## config.mk

```make
export PLATFORM = sky130hd
export DESIGN_NAME = tbc_controller
export DESIGN_NICKNAME = d
export VERILOG_FILES = /design/src/hdl/tbc_pkg.sv /design/src/hdl/tbc_controller.sv
export SDC_FILE = /design/constraint.sdc
export NUM_CORES = 1
export LEC_CHECK = 0
export ABC_AREA = 1
export BUFFER_PORTS_ARGS = -buffer_cell sky130_fd_sc_hd__buf_2
export CORE_AREA = 2 2 39 41
export DETAILED_ROUTE_END_ITERATION = 12
export DIE_AREA = 0 0 41 43
export HOLD_SLACK_MARGIN = 0.06
export PLACE_DENSITY = 0.58
export SLEW_MARGIN = 25
export SYNTH_ARGS = -nofsm -noshare
export SYNTH_HDL_FRONTEND = slang
export SYNTH_SLANG_ARGS = --single-unit
```

## constraint.sdc

```tcl
create_clock -name clk -period 1.95 [get_ports clk]
set_input_delay 0.0975 -clock clk [delete_from_list [all_inputs] [get_ports clk]]
set_output_delay 0.0975 -clock clk [all_outputs]
set_load 0.005 [all_outputs]
```

## src/hdl/tbc_pkg.sv

```systemverilog
// shared types, constants and the controller/datapath command and status bundles
// for the tile map box collision unit; no dependencies
package tbc_pkg;

	localparam int TILE_W    = 8;
	localparam int TILE_H    = 8;
	localparam int MAP_BYTES = 1024;
	localparam int ADDR_W    = $clog2(MAP_BYTES);

	localparam logic [1:0] FUNC_WRITE = 2'd0;
	localparam logic [1:0] FUNC_TEST  = 2'd1;
	localparam logic [1:0] FUNC_MOVE  = 2'd2;

	localparam logic REG_MAP_COLUMNS = 1'b0;
	localparam logic REG_MAP_ROWS    = 1'b1;

	localparam logic [7:0] COLUMNS_RESET = 8'd128;
	localparam logic [4:0] ROWS_RESET    = 5'd8;

	localparam logic [1:0] TILE_MASK = 2'h3;

	typedef struct packed {
		logic [1:0]        func;
		logic [9:0]        write_addr;
		logic [7:0]        write_data;
		logic signed [11:0] pos_x;
		logic signed [7:0] pos_y;
		logic signed [7:0] move_dy;
		logic signed [7:0] box_off_x;
		logic signed [7:0] box_off_y;
		logic [6:0]        box_width;
		logic [6:0]        box_height;
	} tbc_in_t;

	typedef struct packed {
		logic              hit;
		logic signed [7:0] new_y;
	} tbc_out_t;

	typedef struct packed {
		logic load;
		logic setup;
		logic span;
		logic next_tile;
		logic set_hit;
		logic advance;
		logic out_load;
	} tbc_cmd_t;

	typedef struct packed {
		logic [1:0] func;
		logic       dy_zero;
		logic       dy_last;
		logic       neg_x;
		logic       miss;
		logic       tile_hit;
		logic       tile_last;
	} tbc_sts_t;

endpackage

```

## src/hdl/tbc_controller.sv

```systemverilog
// controller state machine: sequences setup, tile scan and per-pixel steps
// depends on tbc_pkg
module tbc_controller import tbc_pkg::*; (
	input  logic     clk,
	input  logic     arst_n,
	input  logic     in_valid,
	output logic     in_ready,
	output logic     out_valid,
	input  logic     out_ready,
	input  tbc_sts_t sts,
	output tbc_cmd_t cmd
);

	typedef enum logic [2:0] {
		IDLE, DISPATCH, SETUP, SPAN, DECIDE, READ, CHECK, DONE
	} state_t;

	state_t state_q, state_d;
	logic   out_valid_q;

	assign in_ready  = (state_q == IDLE);
	assign out_valid = out_valid_q;

	always_comb begin
		state_d = state_q;
		cmd     = '0;
		case (state_q)
			IDLE: begin
				if (in_valid) begin
					cmd.load = 1'b1;
					state_d  = DISPATCH;
				end
			end
			DISPATCH: begin
				if (sts.func == FUNC_TEST
						|| (sts.func == FUNC_MOVE && !sts.dy_zero)) begin
					state_d = SETUP;
				end else begin
					state_d = DONE;
				end
			end
			SETUP: begin
				cmd.setup = 1'b1;
				state_d   = SPAN;
			end
			SPAN: begin
				cmd.span = 1'b1;
				state_d  = DECIDE;
			end
			DECIDE: begin
				if (sts.neg_x) begin
					cmd.set_hit = 1'b1;
					state_d     = DONE;
				end else if (!sts.miss) begin
					state_d = READ;
				end else if (sts.func == FUNC_MOVE) begin
					cmd.advance = 1'b1;
					state_d     = sts.dy_last ? DONE : SETUP;
				end else begin
					state_d = DONE;
				end
			end
			READ: begin
				state_d = CHECK;
			end
			CHECK: begin
				if (sts.tile_hit) begin
					cmd.set_hit = 1'b1;
					state_d     = DONE;
				end else if (!sts.tile_last) begin
					cmd.next_tile = 1'b1;
					state_d       = READ;
				end else if (sts.func == FUNC_MOVE) begin
					cmd.advance = 1'b1;
					state_d     = sts.dy_last ? DONE : SETUP;
				end else begin
					state_d = DONE;
				end
			end
			DONE: begin
				if (!out_valid_q || out_ready) begin
					cmd.out_load = 1'b1;
					state_d      = IDLE;
				end
			end
			default: begin
				state_d = IDLE;
			end
		endcase
	end

	always_ff @(posedge clk or negedge arst_n) begin
		if (!arst_n) begin
			state_q     <= IDLE;
			out_valid_q <= 1'b0;
		end else begin
			state_q <= state_d;
			if (cmd.out_load) begin
				out_valid_q <= 1'b1;
			end else if (out_ready) begin
				out_valid_q <= 1'b0;
			end
		end
	end

	a_write_done: assert property (@(posedge clk) disable iff (!arst_n)
		(state_q == DISPATCH && sts.func == FUNC_WRITE) |=> state_q == DONE)
		else $error("map write did not go straight to result");
	a_valid_from_done: assert property (@(posedge clk) disable iff (!arst_n)
		$rose(out_valid_q) |-> $past(state_q == DONE))
		else $error("result raised outside done");
	a_scan_in_span: assert property (@(posedge clk) disable iff (!arst_n)
		state_q == READ |-> !sts.miss && !sts.neg_x)
		else $error("tile read on a missed or negative box");

endmodule

```

==> run summary, run 1 <==
Setup Buffers After CTS - 0
share of the yosys chip area belonging to registers - 0.277
critical path arrival - 1260 ps
Pleak - 0.323 nW
DIE WIDTH - 41 µm
RSZ-0062 raised after global routing - false
synthesized cell area - 362 µm²
Logic pwr share - 0.578
Met2 Wirelength - 364 µm
Die ar. - 1760 µm²
Worst-Margin Slew - 264 ps
routability cong. - 0.787
IO Count - 21
status - finished, final reports clean
Clock Tree Buf Depth - 2
Switching Share - 0.460
fraction of layout cells with a size suffix above 1 - 0.333
Area growth syn-to-layout - 42.2%
Fin. Hold Viols - 0
Worst Path Required - 1850 ps
CTS H-Tree Depth - 1
first-pass GRT wire length - 1.21 mm
Peak VDD IR - 0.565 mV
top cell type by total area after synthesis - dfrtp_1
fill cell count - 154
crit path kind - flip-flop to primary output
synth cell count leaders - nand2_1 (16), inv_1 (13), nor2_1 (10), nand3_1 (7), dfrtp_1 (4)
post-synthesis async set-or-reset flop share - 1.00
synthesized instance count - 63
Seq pwr share - 0.265
post-place setup slack - 811 ps
vias in the first global route - 342
gr usage total - 0.0988
highest routing layer actually used - met4
post-synth cell types - 14
Worst path slowest cell - dfrtp_1
routed vias - 440
FF+latch count, synth - 4
Worst Setup Start Kind - flip-flop
area taken by multi-input logic gates - 205 µm²
dpl hpwl - 693 µm
GR Overflow Total - 0
worst path buffer plus inverter count - 2
Ys Warns - 0
Relative slew margins - 0.823
CORE AREA - 1380 µm²
Net Switching - 0.000293 W
Worst-path clk slew - 40 ps
WL met1 - 379 µm
initial antenna violation count - 0
minimum clock period - 1360 ps
routed wl met3 - 47 µm
Post-synth EDFFs - 0
Die H - 43 µm
Root Buffer - clkbuf_4
Via density - 4.27
final setup vio count - 0
Syn Area/Cell - 5.74 µm²
internal power - 0.000344 W
CTS sink count - 4
total wire length - 802 µm
post-synth top area share - 0.277
worst setup margin - 594 ps
drt first pass iters - 2
IO Port Bufs - 20
Routed Antenna Nets - 0
WL per Instance - 7.79 µm
Tcrit/Tclk final - 0.695
top cells by area, synth - dfrtp_1 (28%), nand2_1 (17%), inv_1 (13%), nor2_1 (10%), nand3_1 (9.7%)
Hold/Removal Path Class - input pin to flip-flop
max incr delay on CP - 410 ps
final design utilization - 0.372
PD cells - 1240 nW/µm²
Clk pwr share - 0.157
Max Slew Vio Count - 0
worst skew pair latency - 230 ps
max-cap viol count - 0
Row Count - 14
ys flop type - dfrtp_1
worst-path maximum fanout - 5
Largest delay share family, worst path - flip-flops
TritonCTS Buffers - 3
# DRC - 0
CTS resizes - 0
FMAX - 0.738 GHz
setup TNS - 0 ps
cells along the critical path - inv_1 > nand2_2 > nor2_1 > a22o_1 > buf_2
Clock Skew - 4.13 ps
largest net degree at the start of global routing - 9
nets@finish - 101
Starting Density - 0.261
total power - 0.000636 W
register area - 100 µm²
Worst Setup End Kind - primary output
most common cell in the netlist - nand2_1
1st-iter DRT viols - 4
# diodes - 0
Net Count, Synth - 75
TritonCTS clock tree - yes
## worst register-to-register path, delay by kind of cell (launching register included)
kind	cells	cell delay, ps
buf+inv	2	150
simple gates	7	530
flops	1	410
## cell type report
class                           count  area share
Clock buffer                        3      0.0438
Inverter                           15       0.109
Multi-Input combinational cell     44       0.399
Sequential cell                     4       0.195
Tap cell                           16      0.0389
Timing Repair Buffer               21       0.214
## routing by layer
| metal | GRT usage | up-vias |
|---|---|---|
| met5 | 0 | - |
| met4 | 0.0600 | 0 |
| met3 | 0.0209 | 2 |
| met2 | 0.144 | 12 |
| met1 | 0.127 | 180 |
| li1 | - | 246 |
## metrics by stage
step / instances / hold slack (ps) / area [µm²]
finish: 103 / 70.9 / 514
global route: 103 / 102 / 514
CTS: 103 / 72.8 / 514
global placement: 99 / -93.9 / 482
floorplan: 63 / -198 / 362
detailed placement: 99 / -94.5 / 482
## kinds of logic (layout without fill, tap and decap cells)
kind of cell / after synthesis / count (layout) / synth area share
buffers and inverters: 15 / 39 / 0.156
AND/OR/NAND/NOR: 39 / 39 / 0.478
flip-flops: 4 / 4 / 0.277
AO/OA/AOI/OAI: 5 / 5 / 0.0900
## cell usage in the layout, fill, tap and decap left out
master	count
nand2_1	16
nor3_1	1
nor3_2	1
dfrtp_1	4
inv_1	13
o21ai_0	3
nand3_1	7
inv_2	2
nor4_1	1
nor2_2	2
clkbuf_4	3
buf_2	20
nor2_1	10
nand2_2	1
a22o_1	1
o2111ai_1	1
dlygate4sd3_1	1
## repair_timing
item | in CTS | in global routing
setup endpoints to repair | 0 | 0
hold buffers | 1 | 0
hold endpoints to repair | 4 | 0
## registers in the layout, summed over array words and instances, names as in the netlist
register and flops:
out_valid 1, state_q 3
## worst paths after layout
kind	from	end	slack [ps]	depth (start not counted)
max in group asynchronous	arst_n	out_valid$_DFFE_PN0P_	1640	2
min	out_ready	out_valid$_DFFE_PN0P_	70	2
min reg2reg	out_valid$_DFFE_PN0P_	out_valid$_DFFE_PN0P_	560	2
max reg2reg	state_q[0]$_DFFE_PN0P_	state_q[0]$_DFFE_PN0P_	800	9
max	state_q[0]$_DFFE_PN0P_	cmd[2]	590	5
min in group asynchronous	arst_n	state_q[1]$_DFFE_PN0P_	190	2
## power groups by stage
| stage | logic [W] | clock network, W | registers [W] |
|---|---|---|---|
| 6_report | 0.000368 | 0.0000999 | 0.000168 |
| 5_1_grt | 0.000426 | 0.000112 | 0.000174 |
| 4_1_cts | 0.000373 | 0.000105 | 0.000168 |
| 2_1_floorplan | 0.000258 | 0 | 0.000165 |
| 3_5_place_dp | 0.000370 | 0 | 0.000169 |
| 3_3_place_gp | 0.000371 | 0 | 0.000171 |
Note: power is estimated with default switching activity, not from simulation.
==> inputs of run 2 (changes only) <==
--- a/config.mk
+++ b/config.mk
@@ -5,13 +5,13 @@
 export SDC_FILE = /design/constraint.sdc
 export NUM_CORES = 1
 export LEC_CHECK = 0
-export ABC_AREA = 1
+export ABC_AREA = 0
 export BUFFER_PORTS_ARGS = -buffer_cell sky130_fd_sc_hd__buf_2
 export CORE_AREA = 2 2 39 41
 export DETAILED_ROUTE_END_ITERATION = 12
 export DIE_AREA = 0 0 41 43
 export HOLD_SLACK_MARGIN = 0.06
-export PLACE_DENSITY = 0.58
+export PLACE_DENSITY = 0.6
 export SLEW_MARGIN = 25
 export SYNTH_ARGS = -nofsm -noshare
 export SYNTH_HDL_FRONTEND = slang
==> constraint.sdc (replaced) <==
create_clock -name clk -period 1.2 [get_ports clk]
set_input_delay 0.06 -clock clk [delete_from_list [all_inputs] [get_ports clk]]
set_output_delay 0.06 -clock clk [all_outputs]
set_load 0.005 [all_outputs]
==> run 2 against run 1 <==
Effect of this change: the flow now finishes with violations (negative setup slack); largest cell class unchanged; clock-buffer cell count is the same; clock power grew 61%; first-iteration DRC count shrank 25%; worst setup slack lost 660 ps; sequential power grew 110%; hold slack gained 93 ps; routed wire length grew 15%; critical path depth shrank 1.
==> run summary, run 2 <==
Worst Setup End Kind - primary output
max-cap viol count - 0 (unchanged)
IO Count - 21 (unchanged)
TritonCTS Buffers - 3 (unchanged)
Pleak - 0.313 nW (-3.2%)
dpl hpwl - 651 µm (-6.0%)
IO Port Bufs - 20 (unchanged)
CTS sink count - 4 (unchanged)
first-pass GRT wire length - 1.44 mm (+18%)
TritonCTS clock tree - yes
Ys Warns - 0 (unchanged)
routability cong. - 0.749 (-4.9%)
Relative slew margins - 0.858 (+0.0346)
post-synthesis async set-or-reset flop share - 1.00 (unchanged)
Worst-path clk slew - 40 ps (about the same)
DP Area - 464 µm² (-3.6%)
worst-path maximum fanout - 6 (+1)
share of the yosys chip area belonging to registers - 0.277 (unchanged)
final non-filler cell area - 611 µm² (+19%)
Starting Density - 0.261 (unchanged)
minimum clock period - 1270 ps
Peak VDD IR - 0.834 mV (+48%)
ys flop type - dfrtp_1
vias in the first global route - 387 (+13%)
Worst Setup Start Kind - flip-flop
worst skew pair latency - 230 ps (about the same)
nets@finish - 92 (-8.9%)
synthesized cell area - 362 µm² (unchanged)
DP Cell Count - 82 (-17%)
highest-count cells in the layout ignoring fill and taps - buf_2 (20), nor2_1 (7), nand2_1 (6)
CTS H-Tree Depth - 1 (unchanged)
1st-iter DRT viols - 3 (-1)
Area growth syn-to-layout - 68.9%
Clock Skew - 0.752 ps (-3.37 ps)
FMAX - 0.787 GHz
CORE AREA - 1380 µm² (unchanged)
max reg flops - 3 (unchanged)
Routed Antenna Nets - 0 (unchanged)
RSZ-0062 raised after global routing - true
drt first pass iters - 3 (+1)
# DRC - 0 (unchanged)
Worst-Margin Slew - 213 ps (-50.4 ps)
fin cells - 94 (-8.7%)
Clock Tree Buf Depth - 2 (unchanged)
Post-synth EDFFs - 0 (unchanged)
Max Slew Vio Count - 0 (unchanged)
Die H - 43 µm (unchanged)
fraction of layout cells with a size suffix above 1 - 0.590 (+0.256)
# diodes - 0 (unchanged)
Via density - 4.61 (+7.8%)
top cells by area, synth - dfrtp_1 (28%), nand2_1 (8.3%), nor2_1 (7.3%), a21oi_1 (4.2%), clkbuf_8 (3.8%)
post-synth top area share - 0.277 (unchanged)
final setup vio count - 3 (+3)
Syn Area/Cell - 7.69 µm² (+34%)
Net Count, Synth - 59 (-21%)
synthesized instance count - 47 (-25%)
total wire length - 924 µm (+15%)
gr usage total - 0.124 (+0.0257)
initial antenna violation count - 0 (unchanged)
Fin. Hold Viols - 0 (unchanged)
Tcrit/Tclk final - 1.06
crit path kind - flip-flop to primary output
routed vias - 433 (-1.6%)
GR Overflow Total - 0 (unchanged)
WL per Instance - 9.83 µm (+26%)
most common cell in the netlist - nand2_1
Root Buffer - clkbuf_4
largest net degree at the start of global routing - 9 (unchanged)
Largest Register - state_q
failing checks - negative setup slack
worst setup margin - -70.8 ps (-665 ps)
status - finished with violations
post-synth cell types - 26 (+12)
critical path arrival - 1210 ps (-50 ps)
Die ar. - 1760 µm² (unchanged)
synth cell count leaders - nand2_1 (8), nor2_1 (7), dfrtp_1 (4), a21oi_1 (3), inv_1 (3)
DIE WIDTH - 41 µm (unchanged)
PD cells - 2190 nW/µm² (+77%)
top cell type by total area after synthesis - dfrtp_1
Row Count - 14 (unchanged)
Worst Path Required - 1140 ps (-710 ps)
FF+latch count, synth - 4 (unchanged)
commonest non-fill, non-tap cell in the layout - buf_2
Hold/Removal Path Class - input pin to asynchronous set/reset pin
-- run 2: cell count changes after synthesis, sizes merged, moves of 2 or more --
cell    before  now
o21ai        3    1
inv         15    4
a21oi        0    3
nand2       17    8
and2         0    2
nand3        7    1
nor2        12    8
nand2b       0    3
-- run 2: per-layer routing --
layer  global-route usage  vias to the layer above  share of wire
met5                    0                        -              0
met4               0.0800                        0              0
li1                     -                      223              -
met3               0.0314                        0          0.045
met2                0.191                       11           0.52
met1                0.145                      199           0.44
-- run 2: repair_timing --
| action | 4_1_cts | 5_1_grt |
|---|---|---|
| pin swaps | 2 | 3 |
| endpoints found under the hold margin | 5 | 0 |
| resized for setup | 9 | 5 |
| setup buffers | 5 | 2 |
| setup endpoints to repair | 6 | 10 |
| hold buffers | 2 | 0 |
-- run 2: report_power, final --
part | switching (W) | leakage (nW) | internal, W | total, W
Clock | 0.0000496 | 0.0138 | 0.000112 | 0.000161
Sequential | 0.000145 | 0.0449 | 0.000215 | 0.000360
Combinational | 0.000349 | 0.254 | 0.000467 | 0.000816
Total | 0.000544 | 0.313 | 0.000794 | 0.00134
-- run 2: final timing paths --
check | cells after the start | slack (ps) | end | from
setup / recovery | 4 | -70 | cmd[0] | state_q[1]$_DFFE_PN0P_
hold / removal | 2 | 160 | out_valid$_DFFE_PN0P_ | arst_n
setup reg to reg | 6 | 60 | state_q[0]$_DFFE_PN0P_ | state_q[1]$_DFFE_PN0P_
hold reg to reg | 2 | 560 | out_valid$_DFFE_PN0P_ | out_valid$_DFFE_PN0P_
max in group asynchronous | 2 | 910 | state_q[1]$_DFFE_PN0P_ | arst_n
min in group clk | 3 | 190 | out_valid$_DFFE_PN0P_ | out_ready
-- run 2: critical path, cell delays in order, from the launching register on --
cell and delay (ps):
dfrtp_2 430, buf_6 150, nand3_4 80, and2b_2 210, buf_2 120
-- run 2: logic make-up after synthesis --
family,count (synthesis),synth area share
simple gates,26,0.401
compound gates,10,0.183
buf+inv,6,0.111
flops,4,0.277
mux,1,0.0277
-- run 2: final cells by class --
| cell class | instances | area, µm² |
|---|---|---|
| clock buffer | 3 | 22.5 |
| fill | 143 | 773 |
| inverter | 4 | 15.0 |
| multi-input combinational | 37 | 258 |
| sequential | 4 | 104 |
| tap | 16 | 20.0 |
| timing repair buffer | 30 | 191 |
-- run 2: stage by stage --
stage | hold slack, ps | utilization | power, W | setup slack (ps) | TNS (ps)
after floorplan | -236 | - | 0.000732 | 155 | 0
after global placement | -132 | 0.335 | 0.000841 | 72.6 | 0
after detailed placement | -131 | 0.335 | 0.000847 | 48.6 | 0
after CTS | 135 | 0.419 | 0.00124 | -69.4 | -188
after global routing | 171 | 0.441 | 0.00146 | -128 | -436
final | 164 | 0.441 | 0.00134 | -70.8 | -142
